$ cat src/hw/rtl/eecs_pkg.sv
`timescale 1ns / 1ps
// ----------------------------------------------------------------------------
// eecs_pkg: shared definitions for the encoder edge counter
// Widths, register map, sequencer states and divider status type.
// ----------------------------------------------------------------------------
package eecs_pkg;

    // Fixed field widths.
    localparam int SCALE_BITS   = 24;
    localparam int SPEED_BITS   = 25;
    localparam int POS_BITS     = 16;
    localparam int TIME_IN_BITS = 32;

    // Defaults for the top level parameters.
    localparam int TIME_BITS_DEF  = 32;
    localparam int COUNT_BITS_DEF = 16;

    // Register port.
    localparam int PADDR_BITS = 3;
    localparam int PDATA_BITS = 32;
    localparam logic [PADDR_BITS-1:0] ADDR_SPEED_SCALE = 3'd0;
    localparam logic [SCALE_BITS-1:0] SCALE_RESET      = 24'd1000000;

    // Sequencer states.
    typedef enum logic [1:0] {
        ST_IDLE,
        ST_DELTA,
        ST_DIV,
        ST_DONE
    } seq_state_t;

    // Divider status seen by the sequencer.
    typedef struct packed {
        logic busy;
        logic done;
    } div_status_t;

endpackage

$ cat src/hw/rtl/eecs_if.sv
`timescale 1ns / 1ps
// ----------------------------------------------------------------------------
// eecs_sample_if / eecs_result_if: word channels of the encoder counter
// Valid/ready channels carrying one sample word and one result word.
// ----------------------------------------------------------------------------
interface eecs_sample_if;
    import eecs_pkg::*;

    logic                    valid;
    logic                    ready;
    logic                    chan_a;
    logic                    chan_b;
    logic [TIME_IN_BITS-1:0] time_us;

    modport source (output valid, output chan_a, output chan_b, output time_us,
                    input ready);
    modport sink   (input valid, input chan_a, input chan_b, input time_us,
                    output ready);
endinterface

interface eecs_result_if;
    import eecs_pkg::*;

    logic                         valid;
    logic                         ready;
    logic signed [POS_BITS-1:0]   position_count;
    logic signed [SPEED_BITS-1:0] speed;
    logic                         edge_found;
    logic                         zero_interval;

    modport source (output valid, output position_count, output speed,
                    output edge_found, output zero_interval, input ready);
    modport sink   (input valid, input position_count, input speed,
                    input edge_found, input zero_interval, output ready);
endinterface

$ cat src/hw/rtl/eecs_div.sv
`timescale 1ns / 1ps
// ----------------------------------------------------------------------------
// eecs_div: iterative restoring divider
// One quotient bit per cycle; the quotient is valid while status.done is high.
// ----------------------------------------------------------------------------
module eecs_div #(
    parameter int DIVIDEND_BITS = eecs_pkg::SCALE_BITS,
    parameter int DIVISOR_BITS  = eecs_pkg::TIME_BITS_DEF
) (
    input  logic                     clk,
    input  logic                     rst_n,
    input  logic                     start,
    input  logic [DIVIDEND_BITS-1:0] dividend,
    input  logic [DIVISOR_BITS-1:0]  divisor,
    output logic [DIVIDEND_BITS-1:0] quotient,
    output eecs_pkg::div_status_t    status
);
    import eecs_pkg::*;

    localparam int CNT_BITS = $clog2(DIVIDEND_BITS + 1);

    logic [CNT_BITS-1:0]      cnt_reg,  cnt_next;
    logic                     done_reg, done_next;
    logic [DIVIDEND_BITS-1:0] q_reg,    q_next;
    logic [DIVISOR_BITS-1:0]  rem_reg,  rem_next;
    logic [DIVISOR_BITS-1:0]  dvs_reg,  dvs_next;

    logic [DIVISOR_BITS:0]    trial;
    logic                     fits;

    // Bring down the next dividend bit and try to subtract the divisor.
    assign trial = {rem_reg, q_reg[DIVIDEND_BITS-1]};
    assign fits  = (trial >= {1'b0, dvs_reg});

    always_comb
    begin
        cnt_next  = cnt_reg;
        done_next = 1'b0;
        q_next    = q_reg;
        rem_next  = rem_reg;
        dvs_next  = dvs_reg;
        if (start)
        begin
            cnt_next = CNT_BITS'(DIVIDEND_BITS);
            q_next   = dividend;
            rem_next = '0;
            dvs_next = divisor;
        end
        else if (cnt_reg != '0)
        begin
            cnt_next  = cnt_reg - CNT_BITS'(1);
            done_next = (cnt_reg == CNT_BITS'(1));
            q_next    = {q_reg[DIVIDEND_BITS-2:0], fits};
            if (fits)
            begin
                rem_next = DIVISOR_BITS'(trial - {1'b0, dvs_reg});
            end
            else
            begin
                rem_next = trial[DIVISOR_BITS-1:0];
            end
        end
    end

    always_ff @(posedge clk or negedge rst_n)
    begin
        if (!rst_n)
        begin
            cnt_reg  <= '0;
            done_reg <= 1'b0;
        end
        else
        begin
            cnt_reg  <= cnt_next;
            done_reg <= done_next;
        end
    end

    always_ff @(posedge clk)
    begin
        q_reg   <= q_next;
        rem_reg <= rem_next;
        dvs_reg <= dvs_next;
    end

    assign quotient    = q_reg;
    assign status.busy = (cnt_reg != '0);
    assign status.done = done_reg;

endmodule

$ cat src/hw/rtl/encoder_edge_count_speed.sv
`timescale 1ns / 1ps
// Flow: a sample word without a rising edge on A goes from acceptance straight to the update
// step; an edge with a zero interval first passes the interval step, and any other edge passes
// the interval step, the divider steps and the quotient capture before the update.
// One word at a time: the next word is taken the cycle after the result is loaded, and the
// update step waits until the output register can take the result.
// Reset (rst_n, async, active low) clears all counter state and sets speed_scale to 1000000.
// ----------------------------------------------------------------------------
// encoder_edge_count_speed: x1 quadrature counter with period-based speed
// Counts rising edges of channel A with B as direction and divides the
// speed scale by the time between edges to get a signed speed.
// ----------------------------------------------------------------------------
module encoder_edge_count_speed #(
    parameter int TIME_BITS  = eecs_pkg::TIME_BITS_DEF,
    parameter int COUNT_BITS = eecs_pkg::COUNT_BITS_DEF
) (
    input  logic                            clk,
    input  logic                            rst_n,
    eecs_sample_if.sink                     sample_in,
    eecs_result_if.source                   result_out,
    input  logic                            psel,
    input  logic                            penable,
    input  logic                            pwrite,
    input  logic [eecs_pkg::PADDR_BITS-1:0] paddr,
    input  logic [eecs_pkg::PDATA_BITS-1:0] pwdata,
    output logic [eecs_pkg::PDATA_BITS-1:0] prdata,
    output logic                            pready
);
    import eecs_pkg::*;

    // ------------------------------------------------------------------
    // Configuration register. The only register is the speed numerator;
    // it is written in the access phase of an APB write and read back
    // zero-extended. Any other address reads as zero and ignores writes.
    // ------------------------------------------------------------------
    logic [SCALE_BITS-1:0] scale_reg;
    logic                  cfg_write;

    assign pready    = 1'b1;
    assign cfg_write = psel && penable && pwrite && (paddr == ADDR_SPEED_SCALE);
    assign prdata    = (paddr == ADDR_SPEED_SCALE) ?
                       PDATA_BITS'(scale_reg) : '0;

    always_ff @(posedge clk or negedge rst_n)
    begin
        if (!rst_n)
        begin
            scale_reg <= SCALE_RESET;
        end
        else if (cfg_write)
        begin
            scale_reg <= pwdata[SCALE_BITS-1:0];
        end
    end

    // ------------------------------------------------------------------
    // Sample timestamp cut or widened to the internal time width. The
    // interval arithmetic wraps at TIME_BITS bits.
    // ------------------------------------------------------------------
    logic [TIME_BITS-1:0] time_in;

    generate
        if (TIME_BITS >= TIME_IN_BITS)
        begin : g_time_wide
            assign time_in = TIME_BITS'(sample_in.time_us);
        end
        else
        begin : g_time_narrow
            assign time_in = sample_in.time_us[TIME_BITS-1:0];
        end
    endgenerate

    // ------------------------------------------------------------------
    // Sequencer state and the per-word working registers.
    // ------------------------------------------------------------------
    seq_state_t state_reg, state_next;

    logic                  in_ready;
    logic                  div_start;
    logic                  load_result;
    logic                  accept;
    logic                  edge_now;
    logic                  out_free;

    // Architectural state of the counter.
    logic                  prev_a_reg;
    logic [COUNT_BITS-1:0] count_reg;
    logic [TIME_BITS-1:0]  last_time_reg;
    logic [SPEED_BITS-1:0] held_speed_reg;

    // Captured word and partial results.
    logic                  edge_reg;
    logic                  dir_up_reg;
    logic [TIME_BITS-1:0]  time_reg;
    logic [SCALE_BITS-1:0] mag_reg, mag_next;
    logic                  zero_reg, zero_next;

    // Interval since the previous edge, modulo 2^TIME_BITS.
    logic [TIME_BITS-1:0]  delta;
    logic                  delta_zero;

    // Shared divider.
    logic [SCALE_BITS-1:0] quotient;
    div_status_t           div_status;

    assign accept     = sample_in.valid && in_ready;
    assign edge_now   = sample_in.chan_a && !prev_a_reg;
    assign delta      = time_reg - last_time_reg;
    assign delta_zero = (delta == '0);

    eecs_div #(
        .DIVIDEND_BITS (SCALE_BITS),
        .DIVISOR_BITS  (TIME_BITS)
    ) u_div (
        .clk      (clk),
        .rst_n    (rst_n),
        .start    (div_start),
        .dividend (scale_reg),
        .divisor  (delta),
        .quotient (quotient),
        .status   (div_status)
    );

    // Next state: a word with a rising edge walks through the interval step and,
    // unless the interval is zero, the divide steps; a word without one goes straight to the update step,
    // which waits there until the output register can take the result.
    always_comb
    begin
        state_next = state_reg;
        unique case (state_reg)
            ST_IDLE:
            begin
                if (accept)
                begin
                    state_next = edge_now ? ST_DELTA : ST_DONE;
                end
            end
            ST_DELTA:
            begin
                state_next = delta_zero ? ST_DONE : ST_DIV;
            end
            ST_DIV:
            begin
                if (div_status.done)
                begin
                    state_next = ST_DONE;
                end
            end
            ST_DONE:
            begin
                if (out_free)
                begin
                    state_next = ST_IDLE;
                end
            end
            default:
            begin
                state_next = ST_IDLE;
            end
        endcase
    end

    // Sequencer outputs.
    always_comb
    begin
        in_ready    = 1'b0;
        div_start   = 1'b0;
        load_result = 1'b0;
        unique case (state_reg)
            ST_IDLE:  in_ready    = 1'b1;
            ST_DELTA: div_start   = !delta_zero;
            ST_DIV:   load_result = 1'b0;
            ST_DONE:  load_result = out_free;
            default:  in_ready    = 1'b0;
        endcase
    end

    assign sample_in.ready = in_ready;

    // Speed magnitude: the scale itself for a zero interval, the quotient
    // otherwise. A scale of zero falls out as zero in both cases.
    always_comb
    begin
        mag_next  = mag_reg;
        zero_next = zero_reg;
        if (accept)
        begin
            mag_next  = '0;
            zero_next = 1'b0;
        end
        else if (state_reg == ST_DELTA && delta_zero)
        begin
            mag_next  = scale_reg;
            zero_next = 1'b1;
        end
        else if (state_reg == ST_DIV && div_status.done)
        begin
            mag_next = quotient;
        end
    end

    // ------------------------------------------------------------------
    // Counter update. B high counts up with a negative speed, B low
    // counts down with a positive speed. Without an edge the count and
    // speed repeat their held values.
    // ------------------------------------------------------------------
    logic [COUNT_BITS-1:0] count_new;
    logic [SPEED_BITS-1:0] speed_new;
    logic [SPEED_BITS-1:0] mag_wide;
    logic [POS_BITS-1:0]   pos_new;

    assign mag_wide = SPEED_BITS'(mag_reg);

    always_comb
    begin
        count_new = count_reg;
        speed_new = held_speed_reg;
        if (edge_reg)
        begin
            if (dir_up_reg)
            begin
                count_new = count_reg + COUNT_BITS'(1);
                speed_new = SPEED_BITS'(0) - mag_wide;
            end
            else
            begin
                count_new = count_reg - COUNT_BITS'(1);
                speed_new = mag_wide;
            end
        end
    end

    // The position output is the count sign-extended to 16 bits, or its
    // low 16 bits when the count is wider.
    generate
        if (COUNT_BITS >= POS_BITS)
        begin : g_pos_cut
            assign pos_new = count_new[POS_BITS-1:0];
        end
        else
        begin : g_pos_ext
            assign pos_new = {{(POS_BITS-COUNT_BITS){count_new[COUNT_BITS-1]}},
                              count_new};
        end
    endgenerate

    // ------------------------------------------------------------------
    // Output register. It holds one finished result word; the sequencer
    // loads it when it is empty or being emptied in the same cycle.
    // ------------------------------------------------------------------
    logic                         out_valid_reg;
    logic signed [POS_BITS-1:0]   out_pos_reg;
    logic signed [SPEED_BITS-1:0] out_speed_reg;
    logic                         out_edge_reg;
    logic                         out_zero_reg;

    assign out_free = !out_valid_reg || result_out.ready;

    always_ff @(posedge clk or negedge rst_n)
    begin
        if (!rst_n)
        begin
            state_reg      <= ST_IDLE;
            out_valid_reg  <= 1'b0;
            prev_a_reg     <= 1'b0;
            count_reg      <= '0;
            last_time_reg  <= '0;
            held_speed_reg <= '0;
        end
        else
        begin
            state_reg <= state_next;
            if (accept)
            begin
                prev_a_reg <= sample_in.chan_a;
            end
            if (load_result)
            begin
                out_valid_reg  <= 1'b1;
                count_reg      <= count_new;
                held_speed_reg <= speed_new;
                if (edge_reg)
                begin
                    last_time_reg <= time_reg;
                end
            end
            else if (result_out.ready)
            begin
                out_valid_reg <= 1'b0;
            end
        end
    end

    always_ff @(posedge clk)
    begin
        mag_reg  <= mag_next;
        zero_reg <= zero_next;
        if (accept)
        begin
            edge_reg   <= edge_now;
            dir_up_reg <= sample_in.chan_b;
            time_reg   <= time_in;
        end
        if (load_result)
        begin
            out_pos_reg   <= pos_new;
            out_speed_reg <= speed_new;
            out_edge_reg  <= edge_reg;
            out_zero_reg  <= zero_reg;
        end
    end

    assign result_out.valid          = out_valid_reg;
    assign result_out.position_count = out_pos_reg;
    assign result_out.speed          = out_speed_reg;
    assign result_out.edge_found     = out_edge_reg;
    assign result_out.zero_interval  = out_zero_reg;

    // ------------------------------------------------------------------
    // Assertions.
    // ------------------------------------------------------------------

    // The divider finishes only while the sequencer waits for it.
    a_div_done_in_div: assert property (@(posedge clk) disable iff (!rst_n)
        div_status.done |-> (state_reg == ST_DIV))
        else $error("divider finished outside the divide step");

    // A saturated zero-interval result always comes from an edge word.
    a_zero_needs_edge: assert property (@(posedge clk) disable iff (!rst_n)
        (result_out.valid && result_out.zero_interval) |-> result_out.edge_found)
        else $error("zero interval flagged without an edge");

    // An accepted word keeps the block busy in the next cycle.
    a_accept_busy: assert property (@(posedge clk) disable iff (!rst_n)
        accept |=> !sample_in.ready)
        else $error("sample taken while the previous one is in work");

    // The divider is never restarted while it is still running.
    a_no_restart: assert property (@(posedge clk) disable iff (!rst_n)
        div_start |-> !div_status.busy)
        else $error("divider restarted while busy");

endmodule
$ cat src/flat_wrapper.sv
// flat-port wrapper written by rule: the top's interface ports become plain ports
module encoder_edge_count_speed_flat import eecs_pkg::*;
#(
    parameter int TIME_BITS  = eecs_pkg::TIME_BITS_DEF,
    parameter int COUNT_BITS = eecs_pkg::COUNT_BITS_DEF
)
  (clk, rst_n, psel, penable, pwrite, paddr, pwdata, prdata, pready, sample_in_valid, sample_in_chan_a, sample_in_chan_b, sample_in_time_us, sample_in_ready, result_out_valid, result_out_position_count, result_out_speed, result_out_edge_found, result_out_zero_interval, result_out_ready);
  eecs_sample_if sample_in_i ();
  eecs_result_if result_out_i ();
  input  logic clk;
  input  logic rst_n;
  input  logic psel;
  input  logic penable;
  input  logic pwrite;
  input  logic [eecs_pkg::PADDR_BITS-1:0] paddr;
  input  logic [eecs_pkg::PDATA_BITS-1:0] pwdata;
  output logic [eecs_pkg::PDATA_BITS-1:0] prdata;
  output logic pready;
  input wire logic [$bits(sample_in_i.valid)-1:0] sample_in_valid;
  input wire logic [$bits(sample_in_i.chan_a)-1:0] sample_in_chan_a;
  input wire logic [$bits(sample_in_i.chan_b)-1:0] sample_in_chan_b;
  input wire logic [$bits(sample_in_i.time_us)-1:0] sample_in_time_us;
  output wire logic [$bits(sample_in_i.ready)-1:0] sample_in_ready;
  output wire logic [$bits(result_out_i.valid)-1:0] result_out_valid;
  output wire logic [$bits(result_out_i.position_count)-1:0] result_out_position_count;
  output wire logic [$bits(result_out_i.speed)-1:0] result_out_speed;
  output wire logic [$bits(result_out_i.edge_found)-1:0] result_out_edge_found;
  output wire logic [$bits(result_out_i.zero_interval)-1:0] result_out_zero_interval;
  input wire logic [$bits(result_out_i.ready)-1:0] result_out_ready;
  assign sample_in_i.valid = sample_in_valid;
  assign sample_in_i.chan_a = sample_in_chan_a;
  assign sample_in_i.chan_b = sample_in_chan_b;
  assign sample_in_i.time_us = sample_in_time_us;
  assign sample_in_ready = sample_in_i.ready;
  assign result_out_valid = result_out_i.valid;
  assign result_out_position_count = result_out_i.position_count;
  assign result_out_speed = result_out_i.speed;
  assign result_out_edge_found = result_out_i.edge_found;
  assign result_out_zero_interval = result_out_i.zero_interval;
  assign result_out_i.ready = result_out_ready;
  encoder_edge_count_speed #(.TIME_BITS(TIME_BITS), .COUNT_BITS(COUNT_BITS)) u_core (.clk(clk), .rst_n(rst_n), .sample_in(sample_in_i), .result_out(result_out_i), .psel(psel), .penable(penable), .pwrite(pwrite), .paddr(paddr), .pwdata(pwdata), .prdata(prdata), .pready(pready));
endmodule
$ cat config.mk
export PLATFORM = sky130hd
export DESIGN_NAME = encoder_edge_count_speed_flat
export DESIGN_NICKNAME = d
export VERILOG_FILES = /design/src/hw/rtl/eecs_pkg.sv /design/src/hw/rtl/eecs_if.sv /design/src/hw/rtl/eecs_div.sv /design/src/hw/rtl/encoder_edge_count_speed.sv /design/src/flat_wrapper.sv
export SDC_FILE = /design/constraint.sdc
export NUM_CORES = 1
export LEC_CHECK = 0
export ABC_AREA = 1
export BUFFER_PORTS_ARGS = -buffer_cell sky130_fd_sc_hd__buf_2
export CORE_ASPECT_RATIO = 0.8
export CORE_MARGIN = 2
export CORE_UTILIZATION = 30
export DETAILED_ROUTE_END_ITERATION = 8
export MAX_ROUTING_LAYER = met4
export REMOVE_ABC_BUFFERS = 1
export SETUP_SLACK_MARGIN = 0.1
export SLEW_MARGIN = 20
export SYNTH_ARGS = -nofsm -noshare
export SYNTH_HDL_FRONTEND = slang
export SYNTH_SLANG_ARGS = --single-unit
$ cat constraint.sdc
create_clock -name clk -period 3.83 [get_ports clk]
set_clock_uncertainty 0.05 [all_clocks]
set_input_delay 0.383 -clock clk [delete_from_list [all_inputs] [get_ports clk]]
set_output_delay 0.383 -clock clk [all_outputs]
set_load 0.1 [all_outputs]
==> impl_metrics.yaml, run 1 <==
status:
  status: "complete, no violations"
route:
  wl_per_cell_um: 13.86
  num_vias: 14850
  wl_um: 45930
  routed_via_density: 4.484
  drc: 0
  drt_iter0_drc: 970
  final_antenna_net_count: 0
  firstDrtPassIters: 5
sta:
  worstMarginPinSlew_ns: 1.029
  slew_headroom_pct: 31.29
  fin_crit_ns: 3.435
  final.setup.worst_slack_ns: 0.3949
  maxSlewViolCount: 0
  fin_crit_sh_pct: 89.69
  fmax_mhz: 291.1
  finalHoldViolCount: 0
  setup_violations: 0
  grt_setup_unrepaired: "yes"
cells_and_area:
  finalInstanceArea_um2: 20970
  layout_commonest_cell: "nand2_1"
  final_cell_mix: "nand2_1, inv_1, nor2_1"
  num-fill-cells: 6082
  nets: 2678
  seq_area_um2: 7821
  drive_gt1_share_pct: 11.21
  multi_input_area_um2: 8167
  area_growth_pct: 18.55
cts:
  clockBufferDepth: 3
  h-tree-depth: 2
  clk_pin_slew_ns: 0.06
  cts_tree: "yes"
  cts-buffers-inserted: 37
  cts_setup_buffers: 0
  clk_latency_ns: 0.56
  cts_root_buf: "clkbuf_16"
  cts_sinks: 297
synth:
  avgSynthCellArea_um2: 7.580
  ys_ff_latch: 297
  synth_edf_count: 133
  synthArstFlopShare_pct: 36.03
  ys_seq_area_share_pct: 44.23
  syn-cell-area_um2: 17680
  synth_ff_type: "edfxtp_1"
  yosysUniqueCellTypes: 52
  ys.warnings.count: 0
  netlist_instances: 2333
worst_setup_path:
  crit_fanout: 24
  crit_end: "u_core.u_div.rem_reg[5]"
  criticalPathCategory: "reg -> reg"
  arrival_ns: 3.85
  start_kind: "flop"
  r2r-end: "u_core.u_div.rem_reg[5]"
  cp-end-kind: "flop"
  r2r-start: "u_core.time_reg[0]"
  required_ns: 4.25
  r2r_setup_slack_ns: 0.39
  r2r_cells: 21
  crit_path_start: "u_core.time_reg[0]"
floorplanning:
  fp.dieH_um: 221.2
  die_area_um2: 60920
  rows: 79
  start_util_pct: 30.38
  io_pins: 154
  core_area_um2: 58220
  die_w_um: 275.5
min_path:
  hold_path.class: "in -> reg"
  min_path_cells: 3
grt:
  grt_pass1_vias: 14130
  grt_max_degree: 65
  grt_usage_pct: 15.77
  grt_pass1_wl_um: 75280
  grt.overflow.total: 0
  antenna_found_initial: 1
placement:
  pre_cts_ws_ns: 0.2153
  dp_hpwl_um: 34260
  routabilityCongestion: 0.8757
  placed_area_um2: 19200
  portBuffers: 136
job:
  cap_viol_max_count: 0
power:
  ir_drop_mv: 0.4491
  power.density_nw_per_um2: 965.0
  leakagePower_nw: 10.04
how the worst min path moves through the flow:
stage                          from                         endpoint  slack, ns
finish                   pwdata[19]             u_core.scale_reg[19]       0.03
global placement    u_core.zero_reg  u_core.result_out.zero_interval       0.36
global route             pwdata[17]             u_core.scale_reg[17]       0.03
CTS                      pwdata[16]             u_core.scale_reg[16]      0.007
floorplan                     rst_n              u_core.count_reg[0]       0.04
detailed placement  u_core.zero_reg  u_core.result_out.zero_interval       0.37
per-layer routing:
layer | share of wire (%) | wire length, µm | track usage [%]
met4 | 1.9 | 852 | 3.679
met1 | 53 | 24160 | 23.32
met3 | 4.8 | 2217 | 2.561
met5 | 0 | 0 | -
met2 | 41 | 18700 | 22.32
worst max-delay path, stage by stage, from the launching register on:
cell	delay, ns
edfxtp_1	0.32
inv_1	0.05
ha_1	0.23
fa_1	0.41
inv_1	0.12
nand3_1	0.11
nand2_2	0.12
nand2_1	0.08
nand2_1	0.10
nand2_1	0.06
nand2_1	0.10
nand3_1	0.08
nor2_1	0.13
nand3_1	0.14
inv_1	0.08
nand2_1	0.08
nor2_4	0.12
nand2_1	0.10
nand2_2	0.17
buf_6	0.25
nand2_4	0.19
o21ai_0	0.23
synthesized netlist by cell type (4+ instances only):
library cell  instances  area share (%)
o21ai_1              21            0.59
nand3_1              94             2.7
nand2_2              13            0.46
o21ai_2               5            0.25
nand2_1             633              13
o21ai_0             217             6.1
buf_2                12            0.34
dfstp_2               7             1.0
o21bai_1              4            0.17
clkbuf_1             43            0.91
nand3b_1              8            0.34
a21oi_2               5            0.25
dfrtp_1             100              14
ha_1                 85             6.0
o21a_1                4            0.17
nor4_1                5            0.18
nor2_2                6            0.21
buf_4                13            0.55
dfxtp_1              57             6.5
edfxtp_1            133              23
nand3_2               4            0.23
clkinv_1              7            0.15
or2_2                17            0.60
nor3_1               12            0.34
a21oi_1              85             2.4
xor2_1               45             2.2
inv_1               347             7.4
nand4_1              33             1.2
buf_6                 6            0.38
xnor2_1              22             1.1
nor2_1              252             5.3
kinds of logic (layout without fill, tap and decap cells):
family                   after synthesis  after routing  synth area share, %
AO/OA/AOI/OAI                        361            361                10.82
XOR/XNOR                              67             67                3.318
adder cells (fa/ha/maj)               88             88                6.353
buffers and inverters                435            638                9.912
flip-flops                           297            297                44.23
other                                  2             10              0.04247
AND/OR/NAND/NOR                     1083           1083                25.32
final cells by class:
cell class / instances / share of cell area, %
Timing Repair Buffer: 213 / 6.857
Tap cell: 769 / 4.589
Clock inverter: 15 / 0.7341
Sequential cell: 297 / 37.31
Multi-Input combinational cell: 1608 / 38.95
Antenna cell: 1 / 0.01194
Inverter: 357 / 6.404
Clock buffer: 53 / 5.144
per-stage QoR:
step / TNS, ns / hold WS [ns] / instances / total power, mW / utilization [%]
global placement: 0 / 0.3644 / 3193 / 16.57 / 32.97
finish: 0 / 0.03451 / 3313 / 20.23 / 36.01
CTS: 0 / 0.007458 / 3312 / 20.31 / 35.97
global route: 0 / 0.03394 / 3313 / 22.14 / 36.01
detailed placement: 0 / 0.3673 / 3193 / 16.68 / 32.97
floorplan: -69.46 / 0.03741 / 2262 / 14.01 / -
report_power, final:
group / internal (mW) / switching [mW] / total (mW) / leakage [nW]
sequential: 4.93 / 0.630 / 5.56 / 3.06
clock: 2.11 / 1.39 / 3.50 / 0.606
combinational: 3.56 / 7.61 / 11.2 / 6.37
total: 10.6 / 9.63 / 20.2 / 10.0
timing repair:
action                                  4_1_cts  5_1_grt
hold buffers                                 51        0
endpoints found under the hold margin        93        0
gates resized for setup                       0        7
endpoints found under the setup margin        0       95
(Power assumes the default switching activity.)
==> inputs of run 2 (changes only) <==
--- a/config.mk
+++ b/config.mk
@@ -9,9 +9,10 @@
 export BUFFER_PORTS_ARGS = -buffer_cell sky130_fd_sc_hd__buf_2
 export CORE_ASPECT_RATIO = 0.8
 export CORE_MARGIN = 2
-export CORE_UTILIZATION = 30
+export CORE_UTILIZATION = 60
 export DETAILED_ROUTE_END_ITERATION = 8
 export MAX_ROUTING_LAYER = met4
+export PLACE_DENSITY = 0.8
 export REMOVE_ABC_BUFFERS = 1
 export SETUP_SLACK_MARGIN = 0.1
 export SLEW_MARGIN = 20
==> impl_metrics.yaml, run 2 (synthesis gave the netlist of run 1 again) <==
placement:
  pre_cts_ws_ns: 0.3532
  placed_cells: 2800
  routabilityCongestion: 0.8947
  placed_area_um2: 18700
  portBuffers: 136
  dp_hpwl_um: 32820
cells_and_area:
  area_growth_pct: 14.24
  drive_gt1_share_pct: 10.78
  final_cell_mix: "nand2_1, inv_1, nor2_1"
  finalInstanceArea_um2: 20200
  num-fill-cells: 2372
  antenna_cells: 0
  layout_commonest_cell: "nand2_1"
  final_util_pct: 69.31
  nets: 2673
  final_cells: 2909
worst_setup_path:
  criticalPathCategory: "reg -> reg"
  crit_fanout: 48
  arrival_ns: 3.69
  cp-end-kind: "flop"
  r2r_setup_slack_ns: 0.39
  path_cells: "ha_1, fa_1, inv_1, nand3_1, nand2_2, nand3_1, nand3_1, nand2_1, nand2_1, nand2_1, nand2_1, nand3_1, nor2_1, nand2_1, nor2_4, nand2_1, nand2_2, buf_6, o21ai_0"
  cpPeakStageDelay_ns: 0.41
  start_kind: "flop"
  required_ns: 4.08
  cp_top_family: "simple AND/OR/NAND/NOR gates"
  crit_slowest_cell: "fa_1"
  crit_top_cell: "nand2_1"
  path_buf_inv: 2
grt:
  grt_pass1_vias: 14520
  antenna_found_initial: 0
  grt_pass1_wl_um: 72750
  grt_usage_pct: 30.17
  grt.overflow.total: 0
  grt_max_degree: 71
power:
  power.density_nw_per_um2: 981.8
  ir_drop_mv: 0.6573
  leakagePower_nw: 9.904
  finalPower_mw: 19.84
cts:
  cts_setup_buffers: 0
  cts_sinks: 297
  clk_pin_slew_ns: 0.06
  cts_root_buf: "clkbuf_16"
  clockBufferDepth: 3
  clk_latency_ns: 0.58
  h-tree-depth: 1
  cts-buffers-inserted: 29
  cts_tree: "yes"
floorplanning:
  io_pins: 154
  die_area_um2: 30870
  start_util_pct: 60.67
  rows: 56
  fp.dieH_um: 157.6
  core_area_um2: 29150
  die_w_um: 195.9
route:
  wl_per_cell_um: 15.36
  final_antenna_net_count: 0
  wl_um: 44690
  firstDrtPassIters: 6
  num_vias: 15550
  drt_iter0_drc: 1191
  drc: 0
  routed_via_density: 5.345
status:
  status: "complete, no violations"
sta:
  setup_violations: 0
  grt_setup_unrepaired: "no"
  fin_crit_ns: 3.441
  final.setup.worst_slack_ns: 0.3889
  fin_hold_ws_ns: 0.02492
  fin_setup_tns_ns: 0
  slew_headroom_pct: 27.95
  finalHoldViolCount: 0
  worstMarginPinSlew_ns: 1.081
  fin_crit_sh_pct: 89.85
  maxSlewViolCount: 0
  fmax_mhz: 290.6
min_path:
  hold_path.class: "in -> reg"
job:
  cap_viol_max_count: 0
run 2: what timing repair did:
item	4_1_cts	5_1_grt
setup endpoints to repair	0	24
hold buffers	55	0
endpoints found under the hold margin	107	0
gates resized for setup	0	1
run 2: tightest hold or removal path, cell delays in order:
cell	delay, ns
buf_2	0.10
nand2_1	0.05
o21ai_0	0.07
run 2: cell type report:
| cell class | instances | area (µm²) | area share [%] |
|---|---|---|---|
| Clock buffer | 36 | 752.0 | 3.722 |
| Clock inverter | 18 | 198.9 | 0.9847 |
| Inverter | 357 | 1340 | 6.633 |
| Multi-Input combinational cell | 1608 | 8157 | 40.37 |
| Sequential cell | 297 | 7821 | 38.71 |
| Tap cell | 377 | 471.7 | 2.335 |
| Timing Repair Buffer | 216 | 1463 | 7.240 |
run 2: worst paths after layout:
check                                         from  depth (start not counted)                              end
hold / removal                           pwdata[2]                          3              u_core.scale_reg[2]
setup reg to reg           u_core.last_time_reg[0]                         19         u_core.u_div.quotient[5]
max in group asynchronous                    rst_n                          3          u_core.last_time_reg[5]
setup / recovery           u_core.last_time_reg[0]                         19         u_core.u_div.quotient[5]
hold reg to reg                    u_core.zero_reg                          0  u_core.result_out.zero_interval
min in group asynchronous                    rst_n                          2        u_core.held_speed_reg[24]
run 2: metal layers:
| metal | routed length, µm | up-vias | track usage [%] |
|---|---|---|---|
| li1 | - | 7772 | - |
| met5 | 0 | - | - |
| met2 | 19540 | 552 | 46.35 |
| met4 | 978 | 0 | 7.648 |
| met1 | 21110 | 7152 | 43.12 |
| met3 | 3065 | 72 | 3.193 |
run 2: where the power goes:
| part | total [mW] | leakage (nW) | internal, mW | switching [mW] |
|---|---|---|---|---|
| Combinational | 11.4 | 6.38 | 3.57 | 7.80 |
| Clock | 2.90 | 0.464 | 1.67 | 1.24 |
| Sequential | 5.56 | 3.06 | 4.93 | 0.629 |
| Total | 19.8 | 9.90 | 10.2 | 9.67 |
==> inputs of run 3 (changes only) <==
--- a/config.mk
+++ b/config.mk
@@ -9,10 +9,9 @@
 export BUFFER_PORTS_ARGS = -buffer_cell sky130_fd_sc_hd__buf_2
 export CORE_ASPECT_RATIO = 0.8
 export CORE_MARGIN = 2
-export CORE_UTILIZATION = 60
+export CORE_UTILIZATION = 45
 export DETAILED_ROUTE_END_ITERATION = 8
 export MAX_ROUTING_LAYER = met4
-export PLACE_DENSITY = 0.8
 export REMOVE_ABC_BUFFERS = 1
 export SETUP_SLACK_MARGIN = 0.1
 export SLEW_MARGIN = 20
==> impl_metrics.yaml, run 3 (synthesis gave the netlist of run 1 again) <==
status:
  status: "complete, no violations"
sta:
  finalHoldViolCount: 0
  fin_hold_ws_ns: 0.02285
  fin_setup_tns_ns: 0
  fin_crit_sh_pct: 88.29
  fmax_mhz: 295.7
  final.setup.worst_slack_ns: 0.4485
  maxSlewViolCount: 0
  worstMarginPinSlew_ns: 1.074
  setup_violations: 0
  grt_setup_unrepaired: "yes"
  fin_crit_ns: 3.382
  slew_headroom_pct: 28.40
route:
  wl_um: 45020
  routed_via_density: 4.907
  drt_iter0_drc: 1019
  final_antenna_net_count: 0
  drc: 0
  num_vias: 14980
  firstDrtPassIters: 5
  wl_per_cell_um: 14.75
cells_and_area:
  nets: 2663
  drive_gt1_share_pct: 11.21
  final_cells: 3053
  area_growth_pct: 15.26
  multi_input_area_um2: 8167
  final_cell_mix: "nand2_1, inv_1, nor2_1"
  num-fill-cells: 3754
  seq_area_um2: 7821
  finalInstanceArea_um2: 20380
  layout_commonest_cell: "nand2_1"
  final_util_pct: 52.92
  antenna_cells: 0
worst_setup_path:
  r2r_setup_slack_ns: 0.45
  r2r-start: "u_core.last_time_reg[0]"
  cp-end-kind: "flop"
  criticalPathCategory: "reg -> reg"
  required_ns: 4.03
  arrival_ns: 3.59
  crit_fanout: 30
  start_kind: "flop"
  r2r_cells: 20
  r2r-end: "u_core.u_div.quotient[22]"
cts:
  h-tree-depth: 2
  cts_root_buf: "clkbuf_16"
  clockBufferDepth: 3
  cts_sinks: 297
  cts_setup_buffers: 0
  clk_latency_ns: 0.53
  cts_tree: "yes"
  cts-buffers-inserted: 34
  clk_pin_slew_ns: 0.06
placement:
  dp_hpwl_um: 33820
  portBuffers: 136
  placed_cells: 2955
  routabilityCongestion: 0.9313
  pre_cts_ws_ns: 0.1449
  placed_area_um2: 18890
power:
  p_seq_share_pct: 27.4
  p_sw_share_pct: 48.37
  power.density_nw_per_um2: 989.0
  combPwrFrac_pct: 56.5
  power.switching_mw: 9.752
  ir_drop_mv: 0.4721
  finalPower_mw: 20.16
  leakagePower_nw: 9.919
  p_clk_share_pct: 16.1
  internal_power_mw: 10.41
floorplanning:
  rows: 64
  io_pins: 154
  start_util_pct: 45.91
  fp.dieH_um: 181.3
  die_area_um2: 40910
  core_area_um2: 38520
  die_w_um: 225.6
grt:
  grt_max_degree: 71
  antenna_found_initial: 0
  grt_pass1_vias: 14500
  grt_pass1_wl_um: 74530
  grt_usage_pct: 23.35
  grt.overflow.total: 0
min_path:
  holdPathEnd: "u_core.scale_reg[17]"
  hold_path.class: "in -> reg"
  min_path_cells: 3
  hp-start: "pwdata[17]"
job:
  cap_viol_max_count: 0
## run 3: layer usage
metal	vias to the layer above	track usage, %	share of wire, %
met5	-	-	0
met4	0	4.980	1.7
met3	62	3.301	5.1
met2	344	34.05	42
met1	6820	34.43	52
li1	7755	-	-
## run 3: worst max path at each step
stage / endpoint / startpoint / cells after the start / slack [ns]
after global routing: u_core.u_div.rem_reg[5] / u_core.time_reg[0] / 21 / 0.05
after global placement: u_core.u_div.rem_reg[5] / u_core.last_time_reg[0] / 20 / 0.24
final: u_core.u_div.quotient[22] / u_core.last_time_reg[0] / 20 / 0.45
after CTS: u_core.u_div.rem_reg[5] / u_core.last_time_reg[0] / 20 / 0.13
after floorplan: u_core.last_time_reg[0] / u_core.edge_reg / 4 / -1.75
after detailed placement: u_core.u_div.rem_reg[5] / u_core.last_time_reg[0] / 20 / 0.14
## run 3: timing repair
action / CTS / global route
resized for setup: 0 / 8
endpoints found under the setup margin: 0 / 105
hold endpoints to repair: 87 / 0
hold buffers: 36 / 0
## run 3: power groups by stage
stage / combinational, mW / clock [mW] / sequential [mW]
floorplan: 7.48 / 0 / 6.52
global placement: 11.1 / 0 / 5.53
detailed placement: 11.2 / 0 / 5.58
CTS: 11.3 / 3.34 / 5.53
global route: 12.9 / 3.46 / 5.67
finish: 11.4 / 3.25 / 5.53
## run 3: worst max-delay path, cell delays in order, from the launching register on
cell     delay (ns)
dfrtp_1        0.39
ha_1           0.23
fa_1           0.41
inv_1          0.12
nand3_1        0.11
nand2_2        0.12
nand3_1        0.09
nand3_1        0.15
nand2_1        0.13
nand2_1        0.11
nand2_1        0.05
nand2_1        0.05
nand2_1        0.04
nor2_1         0.11
nand2_1        0.10
nor2_4         0.11
nand2_1        0.07
nand2_2        0.13
buf_4          0.24
nand2_2        0.07
buf_6          0.22
## run 3: area by class of cell
class / instances / area share, %
Multi-Input combinational cell: 1608 / 40.07
Sequential cell: 297 / 38.37
Inverter: 357 / 6.586
Timing Repair Buffer: 201 / 6.323
Clock buffer: 46 / 4.542
Tap cell: 528 / 3.241
Clock inverter: 16 / 0.8716
